==> config.mk <==
export PLATFORM = sky130hd
export DESIGN_NAME = lef_window
export DESIGN_NICKNAME = d
export VERILOG_FILES = /design/src/design/lef_pkg.sv /design/src/design/lef_window.sv
export SDC_FILE = /design/constraint.sdc
export NUM_CORES = 1
export LEC_CHECK = 0
export ABC_AREA = 1
export BUFFER_PORTS_ARGS = -buffer_cell sky130_fd_sc_hd__clkbuf_2
export CORE_MARGIN = 2
export CORE_UTILIZATION = 50
export CTS_CLUSTER_DIAMETER = 50
export DETAILED_ROUTE_END_ITERATION = 7
export PLACE_DENSITY = 0.8
export SETUP_SLACK_MARGIN = 0.02
export SLEW_MARGIN = 20
export SYNTH_ARGS = -nofsm -noshare
export SYNTH_HDL_FRONTEND = slang
export SYNTH_SLANG_ARGS = --single-unit
==> constraint.sdc <==
create_clock -name clk -period 5.4 [get_ports clk]
set_clock_uncertainty 0.2 [all_clocks]
set_input_delay 1.08 -clock clk [delete_from_list [all_inputs] [get_ports clk]]
set_output_delay 1.08 -clock clk [all_outputs]
set_load 0.005 [all_outputs]
==> src/design/lef_pkg.sv <==
// Package for the 3x3 Laplacian edge filter.
// Widths, register indexes, reset values and the stage payload types.
// No dependencies.
package lef_pkg;

  localparam int MAX_WIDTH  = 1024;
  localparam int MAX_HEIGHT = 4096;
  localparam int PIX_W      = 8;
  localparam int COL_W      = $clog2(MAX_WIDTH);
  localparam int ROW_W      = 12;
  localparam int LINE_W     = 2 * PIX_W;
  localparam int MAG_W      = PIX_W + 3;
  localparam int GAIN_W     = 16;
  localparam int GAIN_FRAC  = 8;
  localparam int IMG_W_W    = 11;
  localparam int IMG_H_W    = 13;
  localparam int CFG_IDX_W  = 2;
  localparam int CFG_DATA_W = 16;

  localparam int GAIN_RESET   = 256;
  localparam int WIDTH_RESET  = 256;
  localparam int HEIGHT_RESET = 256;

  localparam logic [CFG_IDX_W-1:0] REG_GAIN         = 2'd0;
  localparam logic [CFG_IDX_W-1:0] REG_IMAGE_WIDTH  = 2'd1;
  localparam logic [CFG_IDX_W-1:0] REG_IMAGE_HEIGHT = 2'd2;

  typedef struct packed {
    logic [GAIN_W-1:0] gain;
    logic [COL_W-1:0]  w_last;
    logic [ROW_W-1:0]  h_last;
  } cfg_t;

  typedef struct packed {
    logic [PIX_W-1:0] px;
    logic [COL_W-1:0] col;
    logic             res;
    logic             last;
    logic [ROW_W-1:0] orow;
    logic [COL_W-1:0] ocol;
  } s1_t;

  typedef struct packed {
    logic [MAG_W-1:0] mag;
    logic [ROW_W-1:0] orow;
    logic [COL_W-1:0] ocol;
    logic             last;
  } s2_t;

endpackage

==> src/design/lef_window.sv <==
// 3x3 window stage: shifts columns in, forms |8*center - neighbors|, registers it.
// Produces the line RAM write-back. Depends on lef_pkg.
module lef_window (
  input  logic                      clk,
  input  logic                      rst_n,
  input  logic                      s1_valid,
  input  lef_pkg::s1_t              s1,
  output logic                      s1_ready,
  input  logic [lef_pkg::LINE_W-1:0] rd_data,
  output logic                      we,
  output logic [lef_pkg::LINE_W-1:0] wdata,
  output logic                      s2_valid,
  output lef_pkg::s2_t              s2,
  input  logic                      s2_ready
);
  import lef_pkg::*;

  // columns col-2 and col-1, each top, middle, bottom
  logic [PIX_W-1:0]        win_r [6];
  logic [PIX_W-1:0]        top, mid;
  logic [MAG_W-1:0]        nb, ctr8, mag;
  logic signed [MAG_W:0]   diff;
  logic                    adv;
  logic                    s2_valid_r;
  s2_t                     s2_r;

  assign top = rd_data[LINE_W-1:PIX_W];
  assign mid = rd_data[PIX_W-1:0];

  assign s1_ready = !s2_valid_r || s2_ready;
  assign adv      = s1_valid && s1_ready;

  always_comb begin
    nb = MAG_W'(win_r[0]) + MAG_W'(win_r[1]) + MAG_W'(win_r[2]) + MAG_W'(win_r[3]) +
         MAG_W'(win_r[5]) + MAG_W'(top) + MAG_W'(mid) + MAG_W'(s1.px);
    ctr8 = {win_r[4], 3'b000};
    diff = $signed({1'b0, ctr8}) - $signed({1'b0, nb});
    mag  = diff[MAG_W] ? MAG_W'(-diff) : diff[MAG_W-1:0];
  end

  always_ff @(posedge clk) begin
    if (!rst_n) begin
      s2_valid_r <= 1'b0;
      for (int i = 0; i < 6; i++) begin
        win_r[i] <= '0;
      end
    end else begin
      if (adv) begin
        s2_valid_r <= s1.res;
        win_r[0]   <= win_r[3];
        win_r[1]   <= win_r[4];
        win_r[2]   <= win_r[5];
        win_r[3]   <= top;
        win_r[4]   <= mid;
        win_r[5]   <= s1.px;
      end else if (s2_ready) begin
        s2_valid_r <= 1'b0;
      end
    end
  end

  always_ff @(posedge clk) begin
    if (adv) begin
      s2_r.mag  <= mag;
      s2_r.orow <= s1.orow;
      s2_r.ocol <= s1.ocol;
      s2_r.last <= s1.last;
    end
  end

  assign we       = adv;
  assign wdata    = {mid, s1.px};
  assign s2_valid = s2_valid_r;
  assign s2       = s2_r;

endmodule

; ---- Yosys cells after proc, flatten, opt, wreduce, memory -nomap -nowiden
; Memories as Yosys holds them, arrays and structs flattened.
; Index checks and enable logic that the tools add are counted.
[totals]
reg_bits = 35
wordCells = 38
input_bits = 62
n_memories = 1
mem_bits_rw = 48
output_inout_bits = 53
[mem_list]
columns = memory, depth, word_bits, read_ports, rd_ports_with_merged_regs, wr, line
row1 = win_r, 6, 8, 6, 0, 6, lef_window.sv:19  ; logic [PIX_W-1:0] win_r [6];
[op_classes]
bitwise = 6
reduce_logical = 4
n_addsub = 9
mux = 13
[ops]
columns = operator, n
row1 = 8-bit two-way mux, 6
row2 = 11-bit by 8-bit adder with 11-bit output, 4
row3 = 11-bit by 11-bit subtractor with 12-bit output, 1
row4 = 10-bit by 8-bit adder with 11-bit output, 1
row5 = 11-bit two-way mux, 1
row6 = 11-bit negation, 1
row7 = 9-bit by 8-bit adder with 10-bit output, 1
row8 = 8-bit by 8-bit adder with 9-bit output, 1
row9 = 1-bit two-way mux, 6
row10 = 1-bit bitwise OR, 6
row11 = 2-bit nonzero test, 1
row12 = 1-bit logical AND, 1
row13 = 1-bit zero test, 1
row14 = 1-bit logical OR, 1

; ---- Longest topological paths before layout
; Gate-level depths: netlist (run 1).
; An unclocked memory read counts as a cell.
[depth]
word_depth = 11
depth_mapped = 26
ltp_nobuf = 26

; ---- Worst setup path after synthesis (run 1)
; Ideal clock, no wire load.
[synth_path]
kind = input port to flip-flop
startpoint = input rd_data[1] (netlist bit)
endpoint = register s2_r, in the netlist s2[33], data pin
setup_time_ps = 252
slack_ps = 223
n_path_buf = 0
arrival_time_ps = 4725
t_required_ps = 4948
path_stages = 20
path_cell_list = inv_1 > fa_1 > fa_1 > fa_1 > inv_1 > fa_1 > inv_1 > ha_1 > ha_1 > inv_1 > ha_1 > inv_1 > a21oi_1 > nand3_2 > nor2_1 > nand2_1 > nand2_2 > nand2_1 > nand2_1 > nand2_1
[synth_between]
elab_chain_cells = 5
[synth_lines]
columns = element, line
row1 = start: declaration, lef_window.sv:9  ; input logic [lef_pkg::LINE_W-1:0] rd_data,
row2 = 11-bit by 8-bit adder with 11-bit output (*) (2 in series), lef_window.sv:35  ; MAG_W'(win_r[5]) + MAG_W'(top) + MAG_W'(mid) + MAG_W'(s1.px);
row3 = 11-bit by 11-bit subtractor with 12-bit output (*), lef_window.sv:37  ; diff = $signed({1'b0, ctr8}) - $signed({1'b0, nb});
row4 = 11-bit negation, lef_window.sv:38  ; mag = diff[MAG_W] ? MAG_W'(-diff) : diff[MAG_W-1:0];
row5 = 11-bit two-way mux (*), lef_window.sv:38
row6 = net mag[10], lef_window.sv:21  ; logic [MAG_W-1:0] nb, ctr8, mag;
row7 = end: declaration, lef_window.sv:25  ; s2_t s2_r;
; The timed path passes the listed nets; every way through them passes the cells marked *.
; A chain may end at the register's enable or synchronous reset.

; ---- Worst setup path after layout (run 1)
; Ends and elaborated chain as after synthesis.

==> impl_metrics.csv, run 1 <==
group,metric,value,unit
worst_setup_path,ff2ff_path_depth,20,
sta,max_slew_margin,57.2,%
detailed_routing,wire_per_inst,11.5,um
worst_setup_path,start_kind,"primary input",
grt,gr-usage-met1,19.7,%
die,die_x,109,um
cells_and_area,final_common_cell,"inv_1",
worst_setup_path,worstPathMaxFanout,3,
sta,rsz0062_at_grt,"no",
cells_and_area,layout_common_cells,"167 x inv_1, 104 x clkbuf_2, 82 x edfxtp_1, 70 x nand2_1, 58 x nor2_1",
die,rows,38,
grt,grt.met3_usage,4.48,%
grt,grt.total_usage,17.2,%
logic_synthesis,synth_cell_types,30,
die,die_y,109,um
detailed_routing,drt_iter0_markers,130,
worst_hold_path,min_path_type,"flip-flop to flip-flop",
outcome,status,"finished clean",
worst_setup_path,worstReg2RegStart,"win_r[3][1]",
detailed_routing,drc,0,
worst_setup_path,crit_arrival,5.00,ns
sta,hold_viol,0,
die,coreArea,10800,um^2
grt,busiest_layer,"met2",
cells_and_area,multi_input_area,2240,um^2
logic_synthesis,syn_nets,675,
placement,portBuffers,104,
cells_and_area,nets,774,
grt,antenna_found_initial,0,
detailed_routing,vias,3534,
die,start_util,50.9,%
cells_and_area,fin_cells,783,
logic_synthesis,synth_area_per_cell,10.2,um^2
logic_synthesis,ys_ff_latch,83,
cells_and_area,antenna_cells,0,
clock_tree,clock-sinks,83,
grt,grt_pass1_wl,15800,um
detailed_routing,wirelength,9020,um
detailed_routing,drt-pass1-iter-count,4,
sta,setup_tns,0,ns
clock_tree,path_clk_slew,0.09,ns
sta,hold_ws,0.347,ns
clock_tree,cts_tree,"yes",
sta,tightestPinTransition,0.641,ns
grt,grt_pass1_vias,3678,
sta,final_max_slew_viol_count,0,
grt,grt_max_degree,49,
sta,clock.fmax,0.197,GHz
clock_tree,cts_made_buffers,9,
placement,place_hpwl,7310,um
logic_synthesis,netlist_instances,539,
worst_hold_path,hold_start,"s2_valid",
sta,fin_crit,5.08,ns
worst_setup_path,endpoint_kind,"flip-flop",
logic_synthesis,syn_area,5490,um^2
die,pin_count,115,
logic_synthesis,synth-seq-area-share,45.2,%
clock_tree,cts_setup_buffers,0,
grt,grtUsageMet2,31.4,%
clock_tree,clkLatencyLatePin,0.36,ns
detailed_routing,detail-route-antenna-nets,0,
worst_setup_path,crit_type,"primary input to flip-flop",
sta,setup_viol,0,
job,max_cap_viol_count,0,
sta,setup_ws,0.323,ns
placement,gp_congestion,0.846,
detailed_routing,viasPerCell,4.51,
cells_and_area,fillers,916,
clock_tree,clk_path_buf_depth,2,
cells_and_area,drive_above_1_share,23.5,%
sta,finalCritPeriodShare,94.0,%
die,die_area,11800,um^2
logic_synthesis,yosys_warnings,0,
clock_tree,cts-root-buf,"clkbuf_8",
clock_tree,cts_max_level,3,
cells_and_area,area_growth,14.0,%
worst_setup_path,crit_start,"rd_data[1]",
placement,dp_slack,-0.130,ns
placement,dp_cells,767,
cells_and_area,final-seq-area,2480,um^2
worst_setup_path,cp.required,5.33,ns
grt,grt_overflow_total,0,
worst_hold_path,hold_depth,2,
cell type report:
cell class              count  area share (%)
clock buffers               9            1.98
clock inverters             7           0.719
inverters                 169            10.1
multi-input cells         265            35.7
flip-flops and latches     83            39.6
well taps                 140            2.80
repair buffers            110            9.03
stage by stage:
step	instance area, um^2	util (%)
2_1_floorplan	5490	-
5_1_grt	6260	58.0
3_3_place_gp	6080	56.4
3_5_place_dp	6080	56.4
4_1_cts	6250	57.9
6_report	6260	58.0
per-layer routing:
metal  share of wire, %  wire [um]
met1                 42       3810
met2                 51       4590
met3                6.0        544
met4               0.82         74
met5                  0          0
flip-flops by register name (all words and copies together) (netlist names):
signal,cells
s2,34
s2_valid,1
win_r,48
timing repair:
action | CTS | global route
hold buffers | 0 | 0
hold endpoints to repair | 0 | 0
resized for setup | 0 | 1
setup endpoints to repair | 0 | 2
worst max-delay path: stages:
cell	delay, ns
clkbuf_2	0.08
inv_1	0.06
fa_1	0.59
fa_1	0.45
fa_1	0.55
inv_1	0.06
fa_1	0.56
inv_1	0.05
ha_1	0.30
ha_1	0.27
inv_1	0.10
ha_1	0.15
inv_1	0.05
a21oi_2	0.14
nand3_2	0.10
nor2_1	0.10
nand2_1	0.09
nand2_2	0.08
nand2_1	0.05
nand2_1	0.05
nand2_1	0.05
Yosys cell counts:
cell type    n  area, um^2
nand2_1     71         267
a31oi_1      1        6.26
dfxtp_1      1        20.0
nor2_1      58         218
nor3_1       1        5.00
nand4_1      3        18.8
a21oi_4      1        16.3
and2_1       1        6.26
nand3b_1     2        15.0
a21boi_0     1        7.51
inv_2        2        7.51
buf_2        1        5.00
xor2_1       5        43.8
edfxtp_1    82        2460
xnor2_1      3        26.3
a21oi_2      2        17.5
buf_6        1        11.3
a21oi_1      4        20.0
nand2_4      2        22.5
nand2_2     14        87.6
inv_1      167         627
nand3_2      2        20.0
ha_1        21         263
nand3_1     14        70.1
buf_1        2        7.51
fa_1        53        1060
o21ai_2      1        8.76
buf_4       16         120
clkbuf_1     2        7.51
o21ai_0      5        25.0
final timing paths:
kind / slack, ns / end
worst max-delay path: 0.32 / s2[33]
worst min-delay path: 0.35 / s2_valid
worst max register to register: 0.74 / s2[33]
worst min register to register: 0.35 / s2_valid
cells by family after synthesis:
| logic type | Yosys count | share of synthesized area [%] |
|---|---|---|
| compound gates | 15 | 1.85 |
| xor+xnor | 8 | 1.28 |
| fa+ha+maj | 74 | 24.1 |
| buf+inv | 191 | 14.3 |
| flops | 83 | 45.2 |
| simple gates | 168 | 13.3 |
Power of run 1 is left out: the tool's default activity adds up to more than one toggle a clock period on the data nets, which glitch-free logic cannot reach.
==> run 2, diff against run 1 <==
- REMOVE_ABC_BUFFERS: default -> 1
==> run 2 against run 1 <==
Flip-flop and latch count unchanged. Register-to-register slack about the same. Wire length increased by 1.5%. Critical path type unchanged.
==> impl_metrics.csv, run 2 (synthesized netlist as in run 1, its figures left out) <==
group,metric,value,unit
sta,max_slew_margin,46.0,%
worst_setup_path,worstReg2RegStart,"win_r[3][1]",
worst_setup_path,endpoint_kind,"flip-flop",
worst_setup_path,crit_start,"rd_data[1]",
die,coreArea,10800,um^2
clock_tree,path_clk_slew,0.08,ns
job,max_cap_viol_count,0,
clock_tree,clk_path_buf_depth,2,
die,rows,38,
sta,fin_crit,5.07,ns
detailed_routing,wire_per_inst,11.6,um
worst_setup_path,crit_arrival,4.99,ns
worst_hold_path,min_path_type,"flip-flop to flip-flop",
grt,grt_pass1_wl,15500,um
placement,place_hpwl,7330,um
placement,portBuffers,104,
worst_setup_path,critPathMaxStageDelay,0.57,ns
grt,grt.total_usage,17.0,%
clock_tree,cts_made_buffers,9,
sta,rsz0062_at_grt,"no",
grt,grt_overflow_total,0,
detailed_routing,viasPerCell,4.48,
sta,hold_viol,0,
worst_setup_path,cpMostUsedCell,"inv_1",
detailed_routing,detail-route-antenna-nets,0,
die,die_x,109,um
sta,clock.fmax,0.197,GHz
worst_setup_path,cp_slowest_cell,"fa_1",
die,start_util,50.9,%
detailed_routing,drc,0,
grt,grt_pass1_vias,3624,
sta,setup_viol,0,
clock_tree,cts-root-buf,"clkbuf_8",
cells_and_area,layout_common_cells,"167 x inv_1, 104 x clkbuf_2, 82 x edfxtp_1, 70 x nand2_1, 58 x nor2_1",
sta,tightestPinTransition,0.809,ns
worst_setup_path,start_kind,"primary input",
clock_tree,cts_tree,"yes",
detailed_routing,drt-pass1-iter-count,4,
worst_setup_path,worstPathCellList,"clkbuf_2 -> inv_1 -> fa_1 -> fa_1 -> fa_1 -> inv_1 -> fa_1 -> inv_1 -> ha_1 -> ha_1 -> inv_1 -> ha_1 -> inv_1 -> a21oi_2 -> nand3_2 -> nor2_1 -> nand2_1 -> nand2_2 -> nand2_1 -> nand2_1 -> inv_1",
outcome,status,"finished clean",
cells_and_area,nets,777,
detailed_routing,wirelength,9150,um
grt,grt_max_degree,49,
worst_setup_path,worstPathMaxFanout,3,
worst_setup_path,cp.required,5.32,ns
die,die_y,109,um
placement,gp_congestion,0.769,
cells_and_area,antenna_cells,0,
clock_tree,clock-sinks,83,
die,die_area,11800,um^2
sta,final_max_slew_viol_count,0,
grt,antenna_found_initial,0,
sta,finalCritPeriodShare,93.9,%
sta,setup_tns,0,ns
worst_setup_path,crit_type,"primary input to flip-flop",
worst_hold_path,hold_start,"s2_valid",
cells_and_area,regMostFlops,"win_r",
clock_tree,clkLatencyLatePin,0.37,ns
cells_and_area,final_common_cell,"inv_1",
detailed_routing,drt_iter0_markers,95,
die,pin_count,115,
detailed_routing,vias,3520,
cells_and_area,largest_register_ff_count,48,
cells_and_area,drive_above_1_share,23.8,%
sta,hold_ws,0.337,ns
cells_and_area,area_growth,15.1,%
clock_tree,cts_max_level,3,
## run 2: cell types whose count changed in the layout (fill, tap and decap cells not counted)
cell / change
buf_4: +3
bufinv_16: +1
clkbuf_1: +1
clkbuf_8: +2
clkinv_1: -1
clkinv_2: -1
clkinv_4: -1
clkinvlp_4: -1
## run 2: worst paths after layout
check	end	slack, ns	cells after the start
setup / recovery	s2[31]	0.33	21
hold / removal	s2_valid	0.34	2
setup reg to reg	s2[31]	0.74	20
hold reg to reg	s2_valid	0.34	2
## run 2: metal layers
metal | global-route usage (%) | share of wire, % | wire (um) | vias to the layer above
li1 | - | - | - | 1787
met1 | 20.0 | 43 | 3920 | 1625
met2 | 30.4 | 49 | 4480 | 95
met3 | 3.17 | 6.2 | 564 | 13
met4 | 7.33 | 2.0 | 184 | 0
met5 | 0 | 0 | 0 | -
## run 2: metrics by stage
| stage | setup slack (ns) | std cells | area [um^2] | utilization (%) |
|---|---|---|---|---|
| 2_1_floorplan | 0.222 | 517 | 5340 | - |
| 3_3_place_gp | 0.00646 | 770 | 6110 | 56.6 |
| 3_5_place_dp | -0.108 | 770 | 6110 | 56.6 |
| 4_1_cts | 0.248 | 786 | 6310 | 58.5 |
| 5_1_grt | 0.0603 | 786 | 6320 | 58.6 |
| 6_report | 0.332 | 786 | 6320 | 58.6 |
## run 2: worst max-delay path: cells and delay by family
kind            cells  cell delay, ns
simple gates        6            0.45
compound gates      1            0.14
buf+inv             7            0.47
fa+ha+maj           7            2.86
## run 2: area by class of cell
| type | instances | area (um^2) |
|---|---|---|
| Fill cell | 900 | 4470 |
| Sequential cell | 83 | 2480 |
| Multi-Input combinational cell | 265 | 2240 |
| Inverter | 169 | 634 |
| Timing Repair Buffer | 113 | 588 |
| Tap cell | 140 | 175 |
| Clock buffer | 12 | 155 |
| Clock inverter | 4 | 50.0 |
## run 2: what timing repair did
item,4_1_cts,5_1_grt
endpoints found under the setup margin,0,2
gates resized for setup,0,1
buffers inserted,0,0
endpoints found under the hold margin,0,0
hold buffers,0,0
Power of run 2 is left out for the same reason.
