--- src/design/lef_pkg.sv ---
// Package for the 3x3 Laplacian edge filter.
// Widths, register indexes, reset values and the stage payload types.
// No dependencies.
package lef_pkg;

  localparam int MAX_WIDTH  = 1024;
  localparam int MAX_HEIGHT = 4096;
  localparam int PIX_W      = 8;
  localparam int COL_W      = $clog2(MAX_WIDTH);
  localparam int ROW_W      = 12;
  localparam int LINE_W     = 2 * PIX_W;
  localparam int MAG_W      = PIX_W + 3;
  localparam int GAIN_W     = 16;
  localparam int GAIN_FRAC  = 8;
  localparam int IMG_W_W    = 11;
  localparam int IMG_H_W    = 13;
  localparam int CFG_IDX_W  = 2;
  localparam int CFG_DATA_W = 16;

  localparam int GAIN_RESET   = 256;
  localparam int WIDTH_RESET  = 256;
  localparam int HEIGHT_RESET = 256;

  localparam logic [CFG_IDX_W-1:0] REG_GAIN         = 2'd0;
  localparam logic [CFG_IDX_W-1:0] REG_IMAGE_WIDTH  = 2'd1;
  localparam logic [CFG_IDX_W-1:0] REG_IMAGE_HEIGHT = 2'd2;

  typedef struct packed {
    logic [GAIN_W-1:0] gain;
    logic [COL_W-1:0]  w_last;
    logic [ROW_W-1:0]  h_last;
  } cfg_t;

  typedef struct packed {
    logic [PIX_W-1:0] px;
    logic [COL_W-1:0] col;
    logic             res;
    logic             last;
    logic [ROW_W-1:0] orow;
    logic [COL_W-1:0] ocol;
  } s1_t;

  typedef struct packed {
    logic [MAG_W-1:0] mag;
    logic [ROW_W-1:0] orow;
    logic [COL_W-1:0] ocol;
    logic             last;
  } s2_t;

endpackage

--- src/design/lef_ifs.sv ---


interface lef_cfg_if;
  import lef_pkg::*;
  logic                  valid;
  logic                  ready;
  logic [CFG_IDX_W-1:0]  index;
  logic [CFG_DATA_W-1:0] data;
  modport source(output valid, index, data, input ready);
  modport sink(input valid, index, data, output ready);
endinterface

--- src/design/lef_cfg_regs.sv ---
// Configuration registers: gain, and width/height clamped and kept as last index.
// Depends on lef_pkg and lef_cfg_if.
module lef_cfg_regs (
  input  logic          clk,
  input  logic          rst_n,
  lef_cfg_if.sink       cfg_ch,
  output lef_pkg::cfg_t cfg
);
  import lef_pkg::*;

  logic [GAIN_W-1:0]  gain_r;
  logic [COL_W-1:0]   w_last_r, w_last_nxt;
  logic [ROW_W-1:0]   h_last_r, h_last_nxt;
  logic [IMG_W_W-1:0] wv;
  logic [IMG_H_W-1:0] hv;

  assign cfg_ch.ready = 1'b1;
  assign wv = cfg_ch.data[IMG_W_W-1:0];
  assign hv = cfg_ch.data[IMG_H_W-1:0];

  always_comb begin
    if (wv < IMG_W_W'(3)) begin
      w_last_nxt = COL_W'(2);
    end else if (int'(wv) > MAX_WIDTH) begin
      w_last_nxt = COL_W'(MAX_WIDTH - 1);
    end else begin
      w_last_nxt = COL_W'(wv - IMG_W_W'(1));
    end
    if (hv < IMG_H_W'(3)) begin
      h_last_nxt = ROW_W'(2);
    end else if (int'(hv) > MAX_HEIGHT) begin
      h_last_nxt = ROW_W'(MAX_HEIGHT - 1);
    end else begin
      h_last_nxt = ROW_W'(hv - IMG_H_W'(1));
    end
  end

  always_ff @(posedge clk) begin
    if (!rst_n) begin
      gain_r   <= GAIN_W'(GAIN_RESET);
      w_last_r <= COL_W'(WIDTH_RESET - 1);
      h_last_r <= ROW_W'(HEIGHT_RESET - 1);
    end else if (cfg_ch.valid) begin
      case (cfg_ch.index)
        REG_GAIN:         gain_r   <= cfg_ch.data[GAIN_W-1:0];
        REG_IMAGE_WIDTH:  w_last_r <= w_last_nxt;
        REG_IMAGE_HEIGHT: h_last_r <= h_last_nxt;
        default: ;
      endcase
    end
  end

  assign cfg.gain   = gain_r;
  assign cfg.w_last = w_last_r;
  assign cfg.h_last = h_last_r;

endmodule

--- src/flat_wrapper.sv ---
// flat-port wrapper written by rule: the top's interface ports become plain ports
module lef_cfg_regs_flat import lef_pkg::*;
  (clk, rst_n, cfg, cfg_ch_valid, cfg_ch_index, cfg_ch_data, cfg_ch_ready);
  lef_cfg_if cfg_ch_i ();
  input  logic clk;
  input  logic rst_n;
  output lef_pkg::cfg_t cfg;
  input wire logic [$bits(cfg_ch_i.valid)-1:0] cfg_ch_valid;
  input wire logic [$bits(cfg_ch_i.index)-1:0] cfg_ch_index;
  input wire logic [$bits(cfg_ch_i.data)-1:0] cfg_ch_data;
  output wire logic [$bits(cfg_ch_i.ready)-1:0] cfg_ch_ready;
  assign cfg_ch_i.valid = cfg_ch_valid;
  assign cfg_ch_i.index = cfg_ch_index;
  assign cfg_ch_i.data = cfg_ch_data;
  assign cfg_ch_ready = cfg_ch_i.ready;
  lef_cfg_regs u_core (.clk(clk), .rst_n(rst_n), .cfg_ch(cfg_ch_i), .cfg(cfg));
endmodule
--- config.mk ---
export PLATFORM = sky130hd
export DESIGN_NAME = lef_cfg_regs_flat
export DESIGN_NICKNAME = d
export VERILOG_FILES = /design/src/design/lef_pkg.sv /design/src/design/lef_ifs.sv /design/src/design/lef_cfg_regs.sv /design/src/flat_wrapper.sv
export SDC_FILE = /design/constraint.sdc
export NUM_CORES = 1
export LEC_CHECK = 0
export ABC_AREA = 1
export BUFFER_PORTS_ARGS = -buffer_cell sky130_fd_sc_hd__buf_2
export CAP_MARGIN = 20
export CORE_ASPECT_RATIO = 2
export CORE_MARGIN = 2
export CORE_UTILIZATION = 55
export CTS_BUF_LIST = sky130_fd_sc_hd__clkbuf_2
export DETAILED_ROUTE_END_ITERATION = 10
export GPL_TIMING_DRIVEN = 0
export PLACE_DENSITY = 0.86
export SETUP_SLACK_MARGIN = 0.15
export SYNTH_ARGS = -nofsm -noshare
export SYNTH_HDL_FRONTEND = slang
export SYNTH_SLANG_ARGS = --single-unit
--- constraint.sdc ---
create_clock -name clk -period 2.4 [get_ports clk]
set_clock_uncertainty 0.15 [all_clocks]
set_input_delay 0.48 -clock clk [delete_from_list [all_inputs] [get_ports clk]]
set_output_delay 0.48 -clock clk [all_outputs]
set_load 0.01 [all_outputs]
# Word-level counts from Yosys, hierarchy flattened
# Index checks and enable logic that the tools add are counted.
[op_classes] addsub=2 n_mul=0 n_div=0 order_cmp=4 n_eq_ne=2 shifts=0 mux=4 bitwise=0 n_reduce_logical=4
[ops] op="two-way mux 12 bit" count=2
[ops] op="two-way mux 10 bit" count=2
[ops] op="greater-than comparator 13 bit, second input constant" count=1
[ops] op="less-than comparator 13 x 2 -> 1 bit, second input constant" count=1
[ops] op="subtractor 12 x 1 -> 12 bit, second input constant" count=1
[ops] op="greater-than comparator 11 bit, second input constant" count=1
[ops] op="less-than comparator 11 x 2 -> 1 bit, second input constant" count=1
[ops] op="subtractor 10 x 1 -> 10 bit, second input constant" count=1
[ops] op="AND reduction 2 bit" count=3
[ops] op="equality test 2 x 1 -> 1 bit, second input constant" count=1
[ops] op="equality test 2 bit, second input constant" count=1
[ops] op="logical NOT 2 bit" count=1
[totals] regBits=38 latch_bits=0 mem_bits_rw=0 romBits=0 in_bits=21 out_inout_bits=39 n_memories=0

# Logic depth before layout (Yosys ltp)
# Gate-level depths: netlist of run 1.
[depth] depth_word=3 mapped_depth=10 ltp_nobuf=9

# Worst setup path after synthesis of run 1
# Ideal clock, no wire load.
[synth_timing] path_type="input -> register" startpoint="in cfg_ch_data[1]" endpoint="reg u_core.w_last_r[2]" setup_time_ns=0.125 arrival_ns=1.403 required_time_ns=2.125 slack_ns=0.723 cell_stages=10 path_cell_list="inv_1 > ha_1 > nand2_2 > nor2_4 > nand2_2 > nand2_2 > buf_6 > nand2_1 > a22oi_1 > nand2_1"
[synth_via] elab_chain_cells=3 word_cells_on_any_way=5 classes_between="add/sub (1); order compare (2); mux (2)"
[synth_rtl] element="start, declared" line="flat_wrapper.sv:10" text="input wire logic [$bits(cfg_ch_i.data)-1:0] cfg_ch_data;"
[synth_rtl] element="subtractor 10 x 1 -> 10 bit / greater-than comparator 11 bit (equally long branches)" line="lef_cfg_regs.sv:27, lef_cfg_regs.sv:24"
[synth_rtl] element="two-way mux 10 bit" line="lef_cfg_regs.sv:24" text="end else if (int'(wv) > MAX_WIDTH) begin"
[synth_rtl] element="two-way mux 10 bit (*)" line="lef_cfg_regs.sv:22" text="if (wv < IMG_W_W'(3)) begin"
[synth_rtl] element="end signal, assigned" line="lef_cfg_regs.sv:41" text="w_last_r <= COL_W'(WIDTH_RESET - 1);"
[synth_rtl] element="end signal, assigned" line="lef_cfg_regs.sv:46" text="REG_IMAGE_WIDTH: w_last_r <= w_last_nxt;"
[synth_rtl] element="end, declared" line="lef_cfg_regs.sv:12" text="logic [COL_W-1:0] w_last_r, w_last_nxt;"
# Every way passes the cells marked *; elsewhere a longest branch is shown, timed or not.
# A chain may end at the register's enable or synchronous reset.

# Worst setup path after layout of run 1
[layout_timing] startpoint="in cfg_ch_data[1]" endpoint="reg u_core.w_last_r[4]"
# The elaborated chain is that of the path after synthesis.

==> impl_metrics.env, run 1 <==
export IMPL_outcome="complete, no violations"
export IMPL_core_area_sq_um=3120
export IMPL_critPathKind="in -> reg"
export IMPL_crit_path_start="cfg_ch_data[1]"
export IMPL_hold_viol=0
export IMPL_post_route_cells_drive_above_1_share_pct=29.03
export IMPL_power_density_nw_per_um2=539.1
export IMPL_ys_warn_count=0
export IMPL_place_congestion=0.8986
export IMPL_initial_core_util_pct=56.17
export IMPL_dpl_cell_area_sq_um=2082
export IMPL_holdWs_ns=0.1786
export IMPL_final_min_clock_period_ns=1.565
export IMPL_worstSkewPairLatency_ns=0.35
export IMPL_leakage_nw=1.009
export IMPL_wl_um=4019
export IMPL_ctsHoldBuffers=0
export IMPL_routed_via_density=5.035
export IMPL_path_max_fanout=10
export IMPL_r2r_end="u_core.h_last_r[1]"
export IMPL_grt_overflow=0
export IMPL_start_kind="input port"
export IMPL_required_ns=2.53
export IMPL_crit_end="u_core.w_last_r[4]"
export IMPL_ff2ff_setup_slack_ns=1.58
export IMPL_ys_seq_area_share_pct=43.40
export IMPL_post_cts_setup_buffer_count=0
export IMPL_ys_types=25
export IMPL_syn2layout_area_growth_pct=20.98
export IMPL_fmax_mhz=639.1
export IMPL_nets=331
export IMPL_drv_cap=0
export IMPL_port_buffers=58
export IMPL_cts_buffer_depth=2
export IMPL_ant_nets=0
export IMPL_grtUsageTotal_pct=23.75
export IMPL_fp_dieH_um=83.84
export IMPL_clkTransAtPathRegs_ns=0.18
export IMPL_hold_class="in -> reg"
export IMPL_worst_ep_arrival_time_ns=1.69
export IMPL_rsz0062_at_grt="no"
export IMPL_grt_util_met2_pct=42.65
export IMPL_fin_area_sq_um=2121
export IMPL_tns_ns=0
export IMPL_finish_utilization_pct=67.96
export IMPL_crit_path_frequent_cell="nand2_2"
export IMPL_ioPinCount=60
export IMPL_synth_top_cell_area_share_pct=43.40
export IMPL_synth_area_leader_cell="dfxtp_1"
export IMPL_ir_drop_mv=0.4731
export IMPL_finalSetupViolCount=0
export IMPL_num_rows=29
export IMPL_die_w_um=43.92
export IMPL_cts_htree_levels=2
export IMPL_reg2regPathDepth=4
export IMPL_wire_per_inst_um=11.79
export IMPL_cts_resized_gates=0
export IMPL_netlist_instances=244
export IMPL_grt_pass1_vias=1607
export IMPL_min_period_over_period_pct=65.20
export IMPL_power_mw=1.143
export IMPL_yosys_top_cells_area="dfxtp_1, nand2_1, a21oi_1"
export IMPL_path_cells="buf_2 > inv_1 > ha_1 > nand2_2 > nor2_4 > nand2_2 > nand2_2 > buf_6 > nand2_1 > a22oi_1 > nand2_1"
export IMPL_max_stage_delay_ns=0.20
export IMPL_final_common_cell="nand2_1"
export IMPL_fillerInstances=300
export IMPL_cp_num_buf_inv=3
export IMPL_vias=1717
export IMPL_grt_use_met1_pct=23.72
export IMPL_cts_buffers=5
export IMPL_dp_hpwl_um=3287
export IMPL_cts_tree="built"
export IMPL_crit_cells=11
export IMPL_antenna_cells=0
export IMPL_crit_family="simple AND/OR/NAND/NOR gates"
export IMPL_grt_pass1_wl_um=6658
export IMPL_die_area_sq_um=3682
export IMPL_slew_violations=0
export IMPL_clock_sinks=38
export IMPL_crit_path_end_kind="register"
export IMPL_synth_seq_cells=38
export IMPL_synth_avg_cell_area_sq_um=7.184
export IMPL_syn_nets=266
export IMPL_grtUsageMet3_pct=5.628
export IMPL_antenna_found_initial=0
export IMPL_rr_startpoint="u_core.h_last_r[1]"
export IMPL_drt_pass1_iter_count=4
export IMPL_cts_root_buffer="clkbuf_2"
export IMPL_netlist_area_sq_um=1753
export IMPL_drc=0
export IMPL_gr_max_usage_layer="met2"
export IMPL_slowest_stage="ha_1"
export IMPL_drtIter0Drc=35
export IMPL_grt_start_max_net_pins=12
export IMPL_mostFrequentLayoutCells="nand2_1, buf_2, dfxtp_1"
## worst min path at each step
stage | start | end | slack (ns) | cells past startpoint
finish | cfg_ch_data[15] | u_core.gain_r[15] | 0.18 | 3
global route | cfg_ch_data[15] | u_core.gain_r[15] | 0.14 | 3
CTS | cfg_ch_data[15] | u_core.gain_r[15] | 0.17 | 3
detailed placement | u_core.h_last_r[0] | u_core.h_last_r[0] | 0.30 | 2
global placement | u_core.h_last_r[5] | u_core.h_last_r[5] | 0.30 | 2
floorplan | u_core.w_last_r[8] | u_core.w_last_r[8] | 0.34 | 2
## cell families (layout without fill, tap and decap cells)
kind of cell | after synthesis | count (layout) | synth area share [%]
xor gates and xnor gates | 6 | 6 | 2.998
DFF | 38 | 38 | 43.40
and+or+nand+nor | 113 | 113 | 27.55
buffers and inverters | 31 | 97 | 7.637
AOI/OAI and AO/OA | 54 | 54 | 17.49
adders and majority gates | 1 | 1 | 0.7137
other | 1 | 1 | 0.2139
## cells in the mapped netlist
library cell	n
dfxtp_1	38
buf_4	2
conb_1	1
ha_1	1
a21oi_1	27
a21oi_4	1
nand2_2	3
buf_2	2
buf_6	1
a22oi_1	3
inv_1	14
nor3_4	2
nand3_1	11
clkinv_1	1
o21ai_1	18
xnor2_1	2
nor2_1	22
inv_2	7
o211ai_1	1
xor2_1	4
nor2_4	1
a21oi_2	4
clkbuf_1	4
nor2_2	2
nand2_1	72
## worst reg2reg max path, stage by stage, from the launching register on
cell     delay [ns]
dfxtp_1        0.35
inv_1          0.05
nand2_1        0.04
nand2_1        0.08
nand2_1        0.05
## routing by layer
layer,up-vias,part of all wire [%]
li1,906,-
met1,764,38
met2,41,56
met3,6,3.8
met4,0,2.6
met5,-,0
## layout make-up
type,instances,area [sq um],share of cell area (%)
buffer,9,51.30,2.419
clock inverter,2,8.758,0.4130
sequential,38,760.7,35.87
inverter,22,82.58,3.894
tap,31,38.79,1.829
clock buffer,6,30.03,1.416
multi-input combinational,175,858.3,40.47
timing repair buffer,58,290.3,13.69
## through the flow
step,instances,setup WS [ns]
after floorplan,244,0.7229
after global placement,333,0.4544
after detailed placement,333,0.4269
after CTS,341,0.8486
after global routing,341,0.7648
final,341,0.8353
## registers in the layout (all words and copies together) (netlist names)
signal and count:
u_core.w_last_r 10, u_core.gain_r 16, u_core.h_last_r 12
## where the power goes
part           switching, mW  internal, mW  total, mW
sequential            0.0140         0.663      0.677
combinational          0.126        0.0786      0.205
clock                  0.190        0.0718      0.262
total                  0.330         0.813       1.14
Note: power is estimated with default switching activity, not from simulation.
==> run 2: changes to the inputs <==
--- a/config.mk
+++ b/config.mk
@@ -10,11 +10,11 @@
 export CAP_MARGIN = 20
 export CORE_ASPECT_RATIO = 2
 export CORE_MARGIN = 2
-export CORE_UTILIZATION = 55
+export CORE_UTILIZATION = 46
 export CTS_BUF_LIST = sky130_fd_sc_hd__clkbuf_2
 export DETAILED_ROUTE_END_ITERATION = 10
 export GPL_TIMING_DRIVEN = 0
-export PLACE_DENSITY = 0.86
+export PLACE_DENSITY = 0.77
 export SETUP_SLACK_MARGIN = 0.15
 export SYNTH_ARGS = -nofsm -noshare
 export SYNTH_HDL_FRONTEND = slang
==> constraint.sdc (replaced) <==
create_clock -name clk -period 1.4 [get_ports clk]
set_clock_uncertainty 0.15 [all_clocks]
set_input_delay 0.28 -clock clk [delete_from_list [all_inputs] [get_ports clk]]
set_output_delay 0.28 -clock clk [all_outputs]
set_load 0.01 [all_outputs]
==> run 2 against run 1 <==
Net effect: power rose by 87%; largest power group unchanged; clock power rose by 84%; sequential share of layout area fell by 5.4 points; hold slack got worse by 0.16 ns; utilization rose by 4.8 points; first-iteration DRC count rose by 74%.
==> impl_metrics.env, run 2 (synthesized netlist as in run 1, its figures left out) <==
export IMPL_power_density_nw_per_um2=805.5
export IMPL_power_mw=2.138
export IMPL_largest_reg_flops=16
export IMPL_grt_pass1_vias=1868
export IMPL_cts_buffer_depth=2
export IMPL_slew_headroom_pct=65.11
export IMPL_start_kind="register"
export IMPL_ioPinCount=60
export IMPL_min_period_over_period_pct=95.21
export IMPL_fp_dieH_um=91.30
export IMPL_finalSetupViolCount=0
export IMPL_pwr_share_seq_pct=55.4
export IMPL_min_from="cfg_ch_data[3]"
export IMPL_holdPathEnd="u_core.gain_r[3]"
export IMPL_slowest_stage="dfxtp_2"
export IMPL_post_route_cells_drive_above_1_share_pct=44.65
export IMPL_required_ns=0.97
export IMPL_grt_pass1_wl_um=8079
export IMPL_holdWs_ns=0.01527
export IMPL_crit_family="flip-flops"
export IMPL_power_frac_clock_pct=22.5
export IMPL_antenna_found_initial=0
export IMPL_p_sw_share_pct=30.29
export IMPL_dp_hpwl_um=3393
export IMPL_wire_per_inst_um=12.85
export IMPL_die_area_sq_um=4350
export IMPL_final_min_clock_period_ns=1.333
export IMPL_largestRegisters="u_core.gain_r: 16 flops, u_core.h_last_r: 12 flops, u_core.w_last_r: 10 flops"
export IMPL_fillerInstances=303
export IMPL_drtIter0Drc=61
export IMPL_cp_num_buf_inv=1
export IMPL_multi_input_area_sq_um=908.4
export IMPL_cts_buffers=5
export IMPL_drt_pass1_iter_count=4
export IMPL_pwr_share_comb_pct=22.1
export IMPL_cts_tree="built"
export IMPL_place_congestion=0.8676
export IMPL_grtUsageTotal_pct=25.09
export IMPL_mostFrequentLayoutCells="nand2_1, buf_6, dfxtp_2"
export IMPL_clock_sinks=38
export IMPL_wl_um=4833
export IMPL_dp_cells=351
export IMPL_hold_class="in -> reg"
export IMPL_critPathKind="reg -> out"
export IMPL_vias=1858
export IMPL_initial_core_util_pct=48.08
export IMPL_max_stage_delay_ns=0.39
export IMPL_hold_viol=0
export IMPL_cts_htree_levels=2
export IMPL_slew_violations=0
export IMPL_ff_latch_area_sq_um=808.3
export IMPL_num_rows=31
export IMPL_fmax_mhz=750.2
export IMPL_instances_no_fill=376
export IMPL_leakage_nw=1.176
export IMPL_internal_power_mw=1.490
export IMPL_core_area_sq_um=3646
export IMPL_worstSkewPairLatency_ns=0.41
export IMPL_drv_cap=0
export IMPL_ir_drop_mv=0.7979
export IMPL_crit_path_end_kind="output port"
export IMPL_rr_startpoint="u_core.gain_r[3]"
export IMPL_path_max_fanout=2
export IMPL_die_w_um=47.65
export IMPL_final_common_cell="nand2_1"
export IMPL_grt_start_max_net_pins=13
export IMPL_cts_root_buffer="clkbuf_2"
export IMPL_port_buffers=58
export IMPL_nets=348
export IMPL_clkTransAtPathRegs_ns=0.19
export IMPL_regMostFlops="u_core.gain_r"
export IMPL_finish_utilization_pct=72.79
export IMPL_antenna_cells=0
export IMPL_net_switching_power_mw=0.6475
export IMPL_whs_path_depth=3
export IMPL_grt_overflow=0
export IMPL_rsz0062_at_grt="yes"
export IMPL_routed_via_density=4.941
export IMPL_ff2ff_setup_slack_ns=0.49
export IMPL_r2r_end="u_core.gain_r[3]"
export IMPL_drc=0
export IMPL_tightest_slew_ns=0.5233
export IMPL_ant_nets=0
export IMPL_outcome="complete, no violations"
export IMPL_syn2layout_area_growth_pct=51.39
export IMPL_path_cells="buf_6"
export IMPL_reg2regPathDepth=3
export IMPL_worst_ep_arrival_time_ns=0.90
## run 2: cell count changes in the layout (fill, tap and decap cells not counted), moves of 2 or more
cell           change
dfxtp_1           -38
nor2_1             -6
nor2_2             +5
nand2_4            +2
dlygate4sd3_1      +9
dfxtp_2           +38
buf_6             +38
buf_4              +8
buf_2             -39
## run 2: worst max path at each step
stage,startpoint,endpoint,slack (ns),depth (start not counted)
final,u_core.gain_r[15],cfg[37],0.07,1
after global routing,u_core.w_last_r[7],cfg[19],0.02,1
after CTS,u_core.h_last_r[9],cfg[9],0.08,1
after detailed placement,cfg_ch_data[1],u_core.w_last_r[4],-0.35,11
after global placement,cfg_ch_data[1],u_core.w_last_r[4],-0.32,11
after floorplan,cfg_ch_data[1],u_core.w_last_r[4],0.009,10
## run 2: what timing repair did
| action | 4_1_cts | 5_1_grt |
|---|---|---|
| endpoints found under the setup margin | 40 | 47 |
| cloned | 0 | 1 |
| hold buffers | 8 | 1 |
| pin swaps | 1 | 1 |
| gates resized for setup | 76 | 9 |
| hold endpoints to repair | 8 | 1 |
| buffers inserted | 2 | 5 |
## run 2: final cells by class
class | instances | share of cell area (%)
multi-input cells | 175 | 34.23
flip-flops and latches | 38 | 30.46
plain buffers | 9 | 1.933
well taps | 49 | 2.310
repair buffers | 75 | 25.65
inverters | 22 | 3.866
clock buffers | 5 | 0.9429
clock inverters | 3 | 0.6129
## run 2: per-stage QoR
| step | area [sq um] | worst slack (ns) | setup TNS (ns) |
|---|---|---|---|
| floorplan | 1800 | 0.008616 | 0 |
| global placement | 2152 | -0.3209 | -4.993 |
| detailed placement | 2152 | -0.3516 | -5.495 |
| CTS | 2574 | 0.07569 | 0 |
| global route | 2654 | 0.01657 | 0 |
| finish | 2654 | 0.06707 | 0 |
## run 2: metal layers
metal	up-vias	routed length, um	track usage (%)
li1	946	-	-
met4	0	185	14.19
met3	21	195	5.964
met5	-	0	0
met2	54	2679	41.67
met1	837	1773	26.81
## run 2: power by group through the flow
| stage | Sequential (mW) | Clock (mW) | Combinational, mW |
|---|---|---|---|
| final | 1.18 | 0.481 | 0.473 |
| after global routing | 1.19 | 0.548 | 0.522 |
| after CTS | 1.18 | 0.494 | 0.449 |
| after detailed placement | 1.18 | 0 | 0.369 |
| after global placement | 1.18 | 0 | 0.364 |
| after floorplan | 1.21 | 0 | 0.195 |
